## src/hw/rtl/remote_command_frame_receiver_core_macros.svh

```systemverilog
// Assertion macros used by the frame receiver RTL.
`ifndef REMOTE_COMMAND_FRAME_RECEIVER_CORE_MACROS_SVH
`define REMOTE_COMMAND_FRAME_RECEIVER_CORE_MACROS_SVH

// Check a property on every clock edge outside reset.
`define RCFR_ASSERT(label, prop, msg) \
    label: assert property (@(posedge i_clk) disable iff (!i_rst_n) (prop)) else $error(msg);

// Check that a condition implies a consequence on the next clock edge.
`define RCFR_ASSERT_NEXT(label, ante, cons, msg) \
    label: assert property (@(posedge i_clk) disable iff (!i_rst_n) \
        (ante) |=> (cons)) else $error(msg);

`endif

```

## src/hw/rtl/rcfr_pkg.sv

```systemverilog
// Types, constants and mode update rule of the remote command frame receiver.
package rcfr_pkg;

    localparam logic [7:0] HDR_BYTE = 8'hA5;
    localparam logic [7:0] TRL_BYTE = 8'h5A;
    localparam logic [7:0] SWITCH_LIMIT_RST = 8'd90;
    localparam logic [7:0] RESTART_CODE = 8'd1;

    localparam logic signed [7:0] THR_LOW  = 8'sd33;
    localparam logic signed [7:0] THR_MID  = 8'sd66;
    localparam logic signed [7:0] THR_HIGH = 8'sd100;

    typedef enum logic [1:0] {
        MODE_LOW  = 2'd0,
        MODE_MID  = 2'd1,
        MODE_HIGH = 2'd2
    } t_mode;

    typedef struct packed {
        logic signed [7:0] joy_a;
        logic signed [7:0] joy_b;
        logic signed [7:0] joy_c;
        logic signed [7:0] joy_d;
        logic [7:0]        flag_value;
        logic [1:0]        flight_mode;
        logic              restart_request;
    } t_result;

    function automatic t_mode next_mode(input t_mode mode, input logic signed [7:0] b6,
                                        input logic allowed);
        t_mode res;
        res = mode;
        priority if (allowed && b6 < THR_LOW && mode == MODE_MID) begin
            res = MODE_LOW;
        end else if (allowed && b6 < THR_MID && (mode == MODE_LOW || mode == MODE_MID)) begin
            res = MODE_MID;
        end else if (allowed && b6 < THR_HIGH && mode == MODE_MID) begin
            res = MODE_HIGH;
        end else begin
            res = mode;
        end
        return res;
    endfunction

endpackage

```

## src/hw/rtl/rcfr_frame_asm.sv

```systemverilog
// Frame assembly: position counter, frame byte store, flight mode and result decode.
`include "remote_command_frame_receiver_core_macros.svh"

module rcfr_frame_asm #(
    parameter int FRAME_LEN = 10
) (
    input  logic                  i_clk,
    input  logic                  i_rst_n,
    input  logic                  i_advance,
    input  logic [7:0]            i_rx_byte,
    input  logic [7:0]            i_switch_channel,
    input  logic [7:0]            i_switch_limit,
    output logic                  o_fire,
    output rcfr_pkg::t_result     o_result
);

    localparam int POS_W = $clog2(FRAME_LEN);
    localparam logic [POS_W-1:0] LAST_POS = POS_W'(FRAME_LEN - 1);

    logic [POS_W-1:0]  r_pos;
    logic [POS_W-1:0]  n_pos;
    logic [7:0]        r_frame [1:7];
    rcfr_pkg::t_mode   r_mode;
    rcfr_pkg::t_mode   n_mode;
    logic              is_wait;
    logic              is_good_end;
    logic              allowed;

    always_comb begin
        is_wait     = (r_pos == '0) && (i_rx_byte != rcfr_pkg::HDR_BYTE);
        is_good_end = (r_pos == LAST_POS) && (i_rx_byte == rcfr_pkg::TRL_BYTE);
        allowed     = i_switch_channel < i_switch_limit;
        n_mode      = rcfr_pkg::next_mode(r_mode, $signed(r_frame[6]), allowed);
        priority if (is_wait || r_pos == LAST_POS) begin
            n_pos = '0;
        end else begin
            n_pos = r_pos + 1'b1;
        end
        o_fire                   = i_advance && is_good_end;
        o_result.joy_a           = $signed(r_frame[1]);
        o_result.joy_b           = $signed(r_frame[2]);
        o_result.joy_c           = $signed(r_frame[3]);
        o_result.joy_d           = $signed(r_frame[4]);
        o_result.flag_value      = r_frame[5];
        o_result.flight_mode     = n_mode;
        o_result.restart_request = r_frame[7] == rcfr_pkg::RESTART_CODE;
    end

    always_ff @(posedge i_clk) begin
        if (!i_rst_n) begin
            r_pos  <= '0;
            r_mode <= rcfr_pkg::MODE_LOW;
        end else if (i_advance) begin
            r_pos <= n_pos;
            if (is_good_end) begin
                r_mode <= n_mode;
            end
        end
    end

    for (genvar g = 1; g <= 7; g++) begin : g_store
        always_ff @(posedge i_clk) begin
            if (i_advance && r_pos == POS_W'(g)) begin
                r_frame[g] <= i_rx_byte;
            end
        end
    end

    `RCFR_ASSERT(a_pos_range, r_pos <= LAST_POS, "frame position out of range")
    `RCFR_ASSERT(a_fire_at_last, !o_fire || r_pos == LAST_POS, "result away from trailer")
    `RCFR_ASSERT_NEXT(a_mode_hold, !o_fire, $stable(r_mode), "mode changed without a frame")
    `RCFR_ASSERT_NEXT(a_hdr_wait, i_advance && is_wait, r_pos == '0, "left header wait")

endmodule

```

## src/hw/rtl/rcfr_out_reg.sv

```systemverilog
// Result register with valid/ready handshake on the output channel.
module rcfr_out_reg (
    input  logic              i_clk,
    input  logic              i_rst_n,
    input  logic              i_load,
    input  rcfr_pkg::t_result i_result,
    input  logic              i_out_ready,
    output logic              o_out_valid,
    output rcfr_pkg::t_result o_result
);

    logic              r_valid;
    rcfr_pkg::t_result r_result;

    always_ff @(posedge i_clk) begin
        if (!i_rst_n) begin
            r_valid <= 1'b0;
        end else if (i_load) begin
            r_valid <= 1'b1;
        end else if (i_out_ready) begin
            r_valid <= 1'b0;
        end
    end

    always_ff @(posedge i_clk) begin
        if (i_load) begin
            r_result <= i_result;
        end
    end

    assign o_out_valid = r_valid;
    assign o_result    = r_result;

endmodule

```

## src/hw/rtl/remote_command_frame_receiver_core.sv

```systemverilog
// Top level of the remote command frame receiver: input register, flow control, config.
//
//  Channel   Direction  Signals                                    Transfer when
//  in        sink       i_in_valid/o_in_ready, rx_byte, switch_ch  valid & ready
//  out       source     o_out_valid/i_out_ready, result fields     valid & ready
//  cfg       sink       i_cfg_we, i_cfg_data (switch_limit)        i_cfg_we
//
//  One byte per cycle unless output stalls; each byte first enters the input register.
//  The input register empties into the frame logic whenever the result register is free.
//  A stalled output holds the result; one more byte waits in the input register.
//  Synchronous reset clears position, mode, valids and sets switch_limit to 90.
module remote_command_frame_receiver_core #(
    parameter int FRAME_LEN = 10
) (
    input  logic              i_clk,
    input  logic              i_rst_n,
    input  logic              i_in_valid,
    output logic              o_in_ready,
    input  logic [7:0]        i_rx_byte,
    input  logic [7:0]        i_switch_channel,
    output logic              o_out_valid,
    input  logic              i_out_ready,
    output logic signed [7:0] o_joy_a,
    output logic signed [7:0] o_joy_b,
    output logic signed [7:0] o_joy_c,
    output logic signed [7:0] o_joy_d,
    output logic [7:0]        o_flag_value,
    output logic [1:0]        o_flight_mode,
    output logic              o_restart_request,
    input  logic              i_cfg_we,
    input  logic [7:0]        i_cfg_data
);

    logic              r_in_valid;
    logic [7:0]        r_in_byte;
    logic [7:0]        r_in_switch;
    logic [7:0]        r_switch_limit;
    logic              advance;
    logic              fire;
    rcfr_pkg::t_result asm_result;
    rcfr_pkg::t_result out_result;

    assign advance    = r_in_valid && (!o_out_valid || i_out_ready);
    assign o_in_ready = !r_in_valid || advance;

    always_ff @(posedge i_clk) begin
        if (!i_rst_n) begin
            r_in_valid     <= 1'b0;
            r_switch_limit <= rcfr_pkg::SWITCH_LIMIT_RST;
        end else begin
            if (o_in_ready) begin
                r_in_valid <= i_in_valid;
            end
            if (i_cfg_we) begin
                r_switch_limit <= i_cfg_data;
            end
        end
    end

    always_ff @(posedge i_clk) begin
        if (i_in_valid && o_in_ready) begin
            r_in_byte   <= i_rx_byte;
            r_in_switch <= i_switch_channel;
        end
    end

    rcfr_frame_asm #(
        .FRAME_LEN (FRAME_LEN)
    ) u_frame_asm (
        .i_clk            (i_clk),
        .i_rst_n          (i_rst_n),
        .i_advance        (advance),
        .i_rx_byte        (r_in_byte),
        .i_switch_channel (r_in_switch),
        .i_switch_limit   (r_switch_limit),
        .o_fire           (fire),
        .o_result         (asm_result)
    );

    rcfr_out_reg u_out_reg (
        .i_clk       (i_clk),
        .i_rst_n     (i_rst_n),
        .i_load      (fire),
        .i_result    (asm_result),
        .i_out_ready (i_out_ready),
        .o_out_valid (o_out_valid),
        .o_result    (out_result)
    );

    assign o_joy_a           = out_result.joy_a;
    assign o_joy_b           = out_result.joy_b;
    assign o_joy_c           = out_result.joy_c;
    assign o_joy_d           = out_result.joy_d;
    assign o_flag_value      = out_result.flag_value;
    assign o_flight_mode     = out_result.flight_mode;
    assign o_restart_request = out_result.restart_request;

endmodule
```

## config.mk

```make
export PLATFORM = sky130hd
export DESIGN_NAME = remote_command_frame_receiver_core
export DESIGN_NICKNAME = d
export VERILOG_FILES = /design/src/hw/rtl/rcfr_pkg.sv /design/src/hw/rtl/rcfr_frame_asm.sv /design/src/hw/rtl/rcfr_out_reg.sv /design/src/hw/rtl/remote_command_frame_receiver_core.sv
export VERILOG_INCLUDE_DIRS = /design/src /design/src/hw/rtl
export SDC_FILE = /design/constraint.sdc
export NUM_CORES = 1
export LEC_CHECK = 0
export BUFFER_PORTS_ARGS = -buffer_cell sky130_fd_sc_hd__buf_2
export CORE_MARGIN = 1.5
export CORE_UTILIZATION = 41
export CTS_CLUSTER_SIZE = 8
export DETAILED_ROUTE_END_ITERATION = 16
export PLACE_DENSITY = 0.66
export SLEW_MARGIN = 10
export SYNTH_ARGS = -nofsm -noshare
export SYNTH_HDL_FRONTEND = slang
export SYNTH_SLANG_ARGS = --single-unit
```

## constraint.sdc

```tcl
create_clock -name i_clk -period 3.7 [get_ports i_clk]
set_input_delay 0.185 -clock i_clk [delete_from_list [all_inputs] [get_ports i_clk]]
set_output_delay 0.185 -clock i_clk [all_outputs]
set_load 0.01 [all_outputs]
```

==> results of run 1 <==
## area by class of cell
cell class              count  area, µm²  area share
flip-flops and latches    131       3770       0.641
clock inverters            10       88.8      0.0151
clock buffers              19        422      0.0716
multi-input cells          98        756       0.128
repair buffers            100        631       0.107
inverters                  11       41.3     0.00701
well taps                 140        175      0.0298
## layer usage
metal,share of wire,vias to the layer above,wire length (µm),global-route usage
li1,-,1164,-,-
met1,0.43,1155,3290,0.172
met2,0.50,74,3840,0.238
met3,0.056,11,435,0.0494
met4,0.017,0,133,0.0677
met5,0,-,0,0
## synthesized netlist by cell type
library cell and count:
sky130_fd_sc_hd__o31ai_1 1, sky130_fd_sc_hd__nor2_1 8, sky130_fd_sc_hd__buf_1 1, sky130_fd_sc_hd__nor2b_1 8
sky130_fd_sc_hd__or3_2 1, sky130_fd_sc_hd__nand2_1 12, sky130_fd_sc_hd__nand2b_1 1, sky130_fd_sc_hd__a22o_1 1
sky130_fd_sc_hd__o22ai_1 1, sky130_fd_sc_hd__and2_1 7, sky130_fd_sc_hd__a211oi_1 1, sky130_fd_sc_hd__edfxtp_1 115
sky130_fd_sc_hd__and3_2 1, sky130_fd_sc_hd__nor4_1 2, sky130_fd_sc_hd__a31oi_1 4, sky130_fd_sc_hd__and3_1 3
sky130_fd_sc_hd__a21oi_1 3, sky130_fd_sc_hd__nor4_4 1, sky130_fd_sc_hd__nor4b_1 3, sky130_fd_sc_hd__o21ai_0 1
sky130_fd_sc_hd__inv_1 11, sky130_fd_sc_hd__o21a_1 1, sky130_fd_sc_hd__and2b_1 1, sky130_fd_sc_hd__mux2i_1 4
sky130_fd_sc_hd__o211ai_1 4, sky130_fd_sc_hd__a221o_1 1, sky130_fd_sc_hd__clkbuf_1 3, sky130_fd_sc_hd__nand4bb_1 1
sky130_fd_sc_hd__o21ai_2 1, sky130_fd_sc_hd__dfxtp_1 16, sky130_fd_sc_hd__nor3_2 1, sky130_fd_sc_hd__xnor2_1 2
sky130_fd_sc_hd__or4_4 1, sky130_fd_sc_hd__ha_1 11, sky130_fd_sc_hd__nor4bb_1 2, sky130_fd_sc_hd__a211oi_4 1
sky130_fd_sc_hd__a21o_1 4, sky130_fd_sc_hd__xor2_1 1, sky130_fd_sc_hd__nand4_1 2, sky130_fd_sc_hd__and4b_1 1
## registers in the layout (all words and copies together) (netlist names), 2 cells and up
| signal | count |
|---|---|
| o_joy_c | 8 |
| r_in_byte | 8 |
| u_frame_asm.r_frame | 56 |
| u_out_reg.o_result | 3 |
| o_joy_d | 8 |
| u_frame_asm.r_pos | 4 |
| o_joy_b | 8 |
| o_flag_value | 8 |
| o_joy_a | 8 |
| r_in_switch | 8 |
| r_switch_limit | 8 |
| u_frame_asm.r_mode | 2 |
## logic make-up after synthesis
family,share of synthesized area
adders and majority gates,0.0301
xor gates and xnor gates,0.00575
muxes,0.00877
and+or+nand+nor,0.0770
AOI/OAI and AO/OA,0.0397
buffers and inverters,0.0123
DFF,0.826
## worst max-delay path, cell delays in order, from the launching register on
cell,delay [ns]
sky130_fd_sc_hd__edfxtp_1,0.36
sky130_fd_sc_hd__ha_1,0.31
sky130_fd_sc_hd__a21o_1,0.18
sky130_fd_sc_hd__a221o_1,0.39
sky130_fd_sc_hd__a211oi_4,0.27
sky130_fd_sc_hd__nand2_1,0.08
sky130_fd_sc_hd__a22o_1,0.18
## what timing repair did
action	in CTS	in global routing
hold buffers	25	0
resized for setup	0	0
hold endpoints to repair	25	0
## power by group through the flow
stage | clock [mW] | sequential (mW) | combinational [mW]
floorplan | 0 | 1.67 | 0.0521
global placement | 0 | 1.69 | 0.0769
detailed placement | 0 | 1.69 | 0.0798
CTS | 1.46 | 1.66 | 0.100
global route | 1.53 | 1.67 | 0.113
finish | 1.44 | 1.66 | 0.100
## cells in the final DEF (no fill, tap or decap), types with 2 or more instances in the layout
master and count:
sky130_fd_sc_hd__edfxtp_1 115, sky130_fd_sc_hd__buf_2 73, sky130_fd_sc_hd__dlygate4sd3_1 25, sky130_fd_sc_hd__clkbuf_16 16, sky130_fd_sc_hd__dfxtp_1 16, sky130_fd_sc_hd__nand2_1 12
sky130_fd_sc_hd__inv_1 11, sky130_fd_sc_hd__ha_1 11, sky130_fd_sc_hd__nor2b_1 8, sky130_fd_sc_hd__nor2_1 8, sky130_fd_sc_hd__and2_1 7, sky130_fd_sc_hd__a21o_1 4
sky130_fd_sc_hd__a31oi_1 4, sky130_fd_sc_hd__mux2i_1 4, sky130_fd_sc_hd__o211ai_1 4, sky130_fd_sc_hd__a21oi_1 3, sky130_fd_sc_hd__and3_1 3, sky130_fd_sc_hd__nor4b_2 3
sky130_fd_sc_hd__clkinvlp_4 3, sky130_fd_sc_hd__clkinv_2 3, sky130_fd_sc_hd__nor4_1 2, sky130_fd_sc_hd__nand4_1 2, sky130_fd_sc_hd__nor4bb_1 2, sky130_fd_sc_hd__xnor2_1 2
sky130_fd_sc_hd__clkbuf_1 2, sky130_fd_sc_hd__buf_4 2
## worst max path at each step
stage	endpoint	startpoint
6_report	u_out_reg.o_result[1]	r_in_switch[6]
4_1_cts	u_out_reg.o_result[1]	r_in_switch[6]
3_3_place_gp	u_out_reg.o_result[1]	r_in_switch[6]
3_5_place_dp	u_out_reg.o_result[1]	r_in_switch[6]
2_1_floorplan	u_frame_asm.r_mode[0]	u_frame_asm.r_pos[0]
5_1_grt	u_out_reg.o_result[1]	r_in_switch[6]
==> run summary, run 1 <==
During synthesis, Yosys emitted a total of 0 warnings. The cell leakage power is 2.18 nW, and the mean post-synth cell area is 18.7 µm². By area the synthesized netlist is led by sky130_fd_sc_hd__edfxtp_1 (76%), sky130_fd_sc_hd__dfxtp_1 (7.0%), sky130_fd_sc_hd__ha_1 (3.0%), sky130_fd_sc_hd__nor2b_1 (1.1%), sky130_fd_sc_hd__nand2_1 (0.99%).

The number of max-capacitance violations reported was 0. The final hold violation count was 0. Worst flop-to-flop path startpoint: r_in_switch[6].

The worst-case clock buffer depth came out at 2. The worst hold path begins at i_out_ready. The total of fill cells in the finished design was 877.

The number of max-slew violations in the final report was 0. For this run, design rule violations remaining after detail routing come to 0. Worst-case hold path end point: u_out_reg.o_out_valid. The clock drives 131 sinks. The clock share of power is 0.449.

The net count of the finished layout is 399. The share of layout cells above drive strength 1 was 0.301; the count of port buffers added during placement was 73. The worst-case headroom to the max-slew limit is 0.330, and the total length of routed wires is 7700 µm. At the end of routability-driven placement, the weighted congestion stood at 0.828. Timing analysis after detailed placement gives a worst setup slack of 1.68 ns. The post-synthesis to final-layout area growth is 28.9%, and the half-perimeter wire length after detailed placement is 4710 µm. The internal portion of the total power is 2.56 mW.

Entering global routing, the biggest net connects 29 pins. Cell taking the most area after synthesis: sky130_fd_sc_hd__edfxtp_1. Before antenna repair, the detailed router went through 5 iterations. In this run the register-to-register setup slack is 1.68 ns. The final setup violation count came out at 0. The standard-cell row count came out at 38. The run gives 11800 µm² as the area of the die. The synthesized netlist net count was 284; the clock slew at the register clock pins of the worst setup and hold paths was 0.06 ns. The power density over the cells is 544 nW/µm². Kind of critical path: register to register. The part of the cycle the worst path needs was 0.547. The first global-routing pass estimated 12000 µm of wire.

For the design area, the log shows 5890 µm². The total power was 3.20 mW; the data required time at the worst endpoint was 3.96 ns. The highest net fanout along the worst path was 4. At the worst endpoint, the arrival time is 2.28 ns.

For the core area, the log shows 10800 µm². The cell area after placement was 5130 µm². Summed over all layers, the global routing overflow is 0. The time the final worst path needs with I/O delays and setup was 2.02 ns; the post-CTS setup-driven buffer insertion count was 0. For the worst-skew pair, the clock arrives at the later sink with an insertion delay of 0.51 ns. Die outline width: 109 µm. The tree is rooted in a sky130_fd_sc_hd__clkbuf_8.

VDD sags by at most 297 µV. In the routed layout, each cell is associated on average with a via count of 4.72. The tools report the terminus of the critical flop-to-flop path as u_out_reg.o_result[1].

Setup repair after global routing left no endpoint under its margin. The chip height was 109 µm. TritonCTS built the clock tree. The count of antenna diodes in the layout was 0; the post-detailed-route wirelength per cell was 15.1 µm. The path class of the lowest-slack min-delay path was primary input to register.

The worst hold path passes through 3 cells. The global-route usage over all layers was 0.145; the final worst setup slack was 1.68 ns. Once placement completed, the tool counted placed cells totaling 455. The logs give 0.826 for the fraction of the yosys area taken by sequential cells and 2404 for the overall via count from detail_route. The mapped netlist covers 4570 µm². The final setup TNS came out at 0 ns. The count of state elements after synthesis is 131.

The starting density of the core is 0.421, and the number of global-route vias before repair is 2417. On the final layout, the worst clock skew is 0.00680 ns. The number of different library cells used by synthesis comes to 40. Number of top-level pins: 74.

The area share of the largest cell type after synthesis was 0.756; the count of antenna-violating nets left after detailed routing was 0. For this design the total switching power over the nets is 0.640 mW. Actual transition at the worst max-transition pin: 1.00 ns. On the final layout, the worst hold slack is 0.0309 ns. The switching power share of the total was 0.200. The flow ran to the end, and the final reports show no timing, DRC or antenna violations. The cell count of the worst reg-to-reg path works out to 6. For this block, the initial DRC count from the detailed router was 142. Fraction of power consumed by combinational cells: 0.031.

The logs give 0 for the number of antenna violations at the first check in global routing and 17 for the clock buffer count from CTS. The category of the worst setup path capture point was a register. In the synthesized netlist, the number of instances is 244. The logs give 0.543 for the post-layout utilization of the core and 509 for the final cell count without fillers. The highest achievable clock rate was 494 MHz.

The H-tree generated during clock tree synthesis spans 4 levels. For the fraction of power consumed by sequential logic, the log shows 0.519. The element type at the critical path start was a register.
(Power assumes the default switching activity.)
==> run 2: changes to the inputs <==
ABC_AREA = 1   (was default)
clock period = 2 ns   (was 3.7 ns; I/O delays follow)
==> run summary, run 2 <==
The run finished with clean final reports. Leaving out fill and tap cells, the most frequent cells in the layout are sky130_fd_sc_hd__edfxtp_1 (115), sky130_fd_sc_hd__buf_2 (72), sky130_fd_sc_hd__dlygate4sd3_1 (40), sky130_fd_sc_hd__nand2_1 (28), sky130_fd_sc_hd__inv_1 (27). In this run the critical register-to-register path is launched from r_in_byte[0]. The Yosys step of the flow raised 0 warnings. The part of the cycle the worst path needs was 0.947. Counting every instance in the synthesized netlist gives 273. The logs give 0 for the final hold violation count and 26 for the number of distinct standard cells referenced by the synthesized netlist. The total iterations of the first detailed-routing run was 4; the chip height was 108 µm. The DRC violation count after routing is 0. By area the synthesized netlist is led by sky130_fd_sc_hd__edfxtp_1 (76%), sky130_fd_sc_hd__dfxtp_1 (7.1%), sky130_fd_sc_hd__ha_1 (3.0%), sky130_fd_sc_hd__inv_1 (2.4%), sky130_fd_sc_hd__nand2_1 (2.3%). The share of layout cells above drive strength 1 is 0.303, and the final setup TNS is 0 ns. The clock buffer count from CTS was 17; the setup clock skew after layout was 0.00713 ns. The post-CTS setup-driven buffer insertion count came out at 0.

The starting density of the core was 0.420. The worst hold slack is 0.0665 ns. Start point of the worst min-delay path: i_cfg_we. The register with the most flip-flops is u_frame_asm.r_frame.

TritonCTS built the clock tree. The worst hold path belongs to the class primary input to register. CTS built an H-tree with a depth of 4.

Setup repair after global routing left no endpoint under its margin. The logs give 0.577 for the post-layout utilization of the core and 2624 for the overall via count from detail_route. The logs give 4320 µm for the sum of met2 wire segment lengths after detailed routing and 2 for the worst-case clock buffer depth. The floorplan step set the die width to 108 µm. The number of top-level pins is 74, and the total clock sinks is 131. The run gives 0.152 as the global-route usage over all layers.

After clock tree synthesis, the clock-pin slew on the worst setup and hold paths is 0.06 ns. Area share of the largest cell type after synthesis: 0.762. The critical path in this run is classified as primary input to register. The top metal layer carrying routed signals was met4. For the worst setup path, the data required time is 2.39 ns. The total grt overflow is 0. The worst setup path is captured at a register. The endpoint arrival time on the critical path was 2.28 ns.

The tree is rooted in a sky130_fd_sc_hd__clkbuf_8. The number of max-slew violations in the final report is 0. In this run, placement finished with an instance count of 501. The run gives 313 as the synthesized netlist net count.

Max-cap violations in this run came to 0. After synthesis, the most frequently instantiated cells are sky130_fd_sc_hd__edfxtp_1 (115), sky130_fd_sc_hd__inv_1 (29), sky130_fd_sc_hd__nand2_1 (28). The final setup violation count was 0. Cell taking the most area after synthesis: sky130_fd_sc_hd__edfxtp_1. In this run the core area contains 38 standard-cell rows. The share of synthesized flip-flops with an asynchronous set or reset was 0; the final cell count without fillers was 572. The area of the mapped netlist was 4530 µm²; the flip-flop count of the largest register after layout was 56.

The time the final worst path needs with I/O delays and setup is 1.89 ns. Count of flip-flops with a built-in enable after synthesis: 115. After the first detailed-routing iteration, the DRC count stood at 137. The highest achievable clock rate is 528 MHz, and the mean number of vias per cell is 4.59. After floorplanning, the core was sized to cover 10800 µm².

Most instantiated library cell after synthesis: sky130_fd_sc_hd__edfxtp_1. After synthesis, the mean cell area works out to 16.6 µm². The critical path starts at i_rst_n. Wires add up to 8410 µm. The logs give 2598 for the number of global-route vias before repair and 12800 µm for the first-pass GRT wire length. The tools report the design area as 6220 µm². Input and output buffers added on the ports amount to 73.

The floorplan step defined a die boundary enclosing 11700 µm². Leaving out fill and tap cells, the most frequent cell in the layout is sky130_fd_sc_hd__edfxtp_1. The actual transition at the worst max-transition pin was 0.626 ns. IR analysis of the VDD net gives a maximum drop of 530 µV. After detailed routing, the wire length on met1 is 3520 µm. The half-perimeter wire length after detailed placement is 4740 µm.

The tools report the wire length on met3 as 398 µm. Worst-case headroom to the max-slew limit: 0.582. The worst setup path is launched from a primary input.

In this run the worst path has a maximum fanout of 9. After detailed routing, the average wire length per cell comes to 14.7 µm. The tools report the pin count of the biggest net entering global routing as 48. The fraction of the yosys area taken by sequential cells is 0.832, and the global placement routability congestion is 0.787. In the final design database the tool counted 460 nets. From synthesis to final layout, the design area changed by 37.2%. The later-pin clock latency in the skew report was 0.51 ns; the number of antenna violations at the first check in global routing was 0. In this run the remaining antenna-violating nets after routing total 0. Counting flops and latches in the post-synthesis netlist gives 131.

The count of antenna diodes in the layout was 0. Prevailing post-synth register cell: sky130_fd_sc_hd__edfxtp_1. The cell area after placement was 5230 µm².

The power density over the cells is 1020 nW/µm², and the cell leakage power is 2.44 nW.
[run 2: changes by cell type after synthesis, sizes merged, moves of 4 or more]
cell / before / now
nor2b: 8 / 0
mux2i: 4 / 0
nand2: 12 / 30
nand3: 0 / 4
nor2: 8 / 18
o211ai: 4 / 0
o21ai: 2 / 12
inv: 11 / 32
a21o: 4 / 0
a21oi: 3 / 14
and2: 7 / 0
and3: 4 / 0
[run 2: worst max-delay path, stage by stage]
cell and delay (ns):
sky130_fd_sc_hd__dlygate4sd3_1 0.52, sky130_fd_sc_hd__clkbuf_4 0.21, sky130_fd_sc_hd__inv_2 0.09, sky130_fd_sc_hd__a21oi_1 0.14, sky130_fd_sc_hd__dlygate4sd3_1 0.56, sky130_fd_sc_hd__o21ai_0 0.08
sky130_fd_sc_hd__dlygate4sd3_1 0.57
[run 2: what timing repair did]
action                                  in CTS  in global routing
resized for setup                            0                  2
hold buffers                                40                  0
endpoints found under the setup margin       0                  3
endpoints found under the hold margin       28                  0
[run 2: metrics by stage]
step                      total power [mW]  setup slack (ns)
final                                 6.33             0.106
after global routing                  6.53            0.0489
after CTS                             6.37             0.122
after detailed placement              3.25             0.349
after global placement                3.24             0.401
after floorplan                       3.16            -0.666
[run 2: cells by family after synthesis]
logic type	synth area share
adders and majority gates	0.0304
AOI/OAI and AO/OA	0.0350
xor gates and xnor gates	0.00386
and+or+nand+nor	0.0704
DFF	0.832
buffers and inverters	0.0281
[run 2: path summary, 6_finish.rpt]
check                          end  slack, ns  cells after the start
max              r_switch_limit[6]       0.11                      7
min              r_switch_limit[2]       0.07                      3
max reg2reg  u_out_reg.o_out_valid       0.18                      5
min reg2reg        o_flag_value[0]       0.42                      0
[run 2: area by class of cell]
type,count,area (µm²)
fillers,818,4570
inverters,33,124
flip-flops and latches,131,3770
well taps,140,175
clock buffers,18,418
clock inverters,13,174
repair buffers,129,901
multi-input cells,108,656
[run 2: where the power goes]
part           total, mW  internal (mW)  switching (mW)
registers           3.02           3.00          0.0191
clock network       3.07           1.92            1.15
logic              0.246          0.122           0.124
total               6.33           5.04            1.30
[run 2: layer usage]
layer	GRT usage	vias up
li1	-	1284
met1	0.170	1246
met2	0.262	82
met3	0.0452	12
met4	0.0789	0
met5	0	-
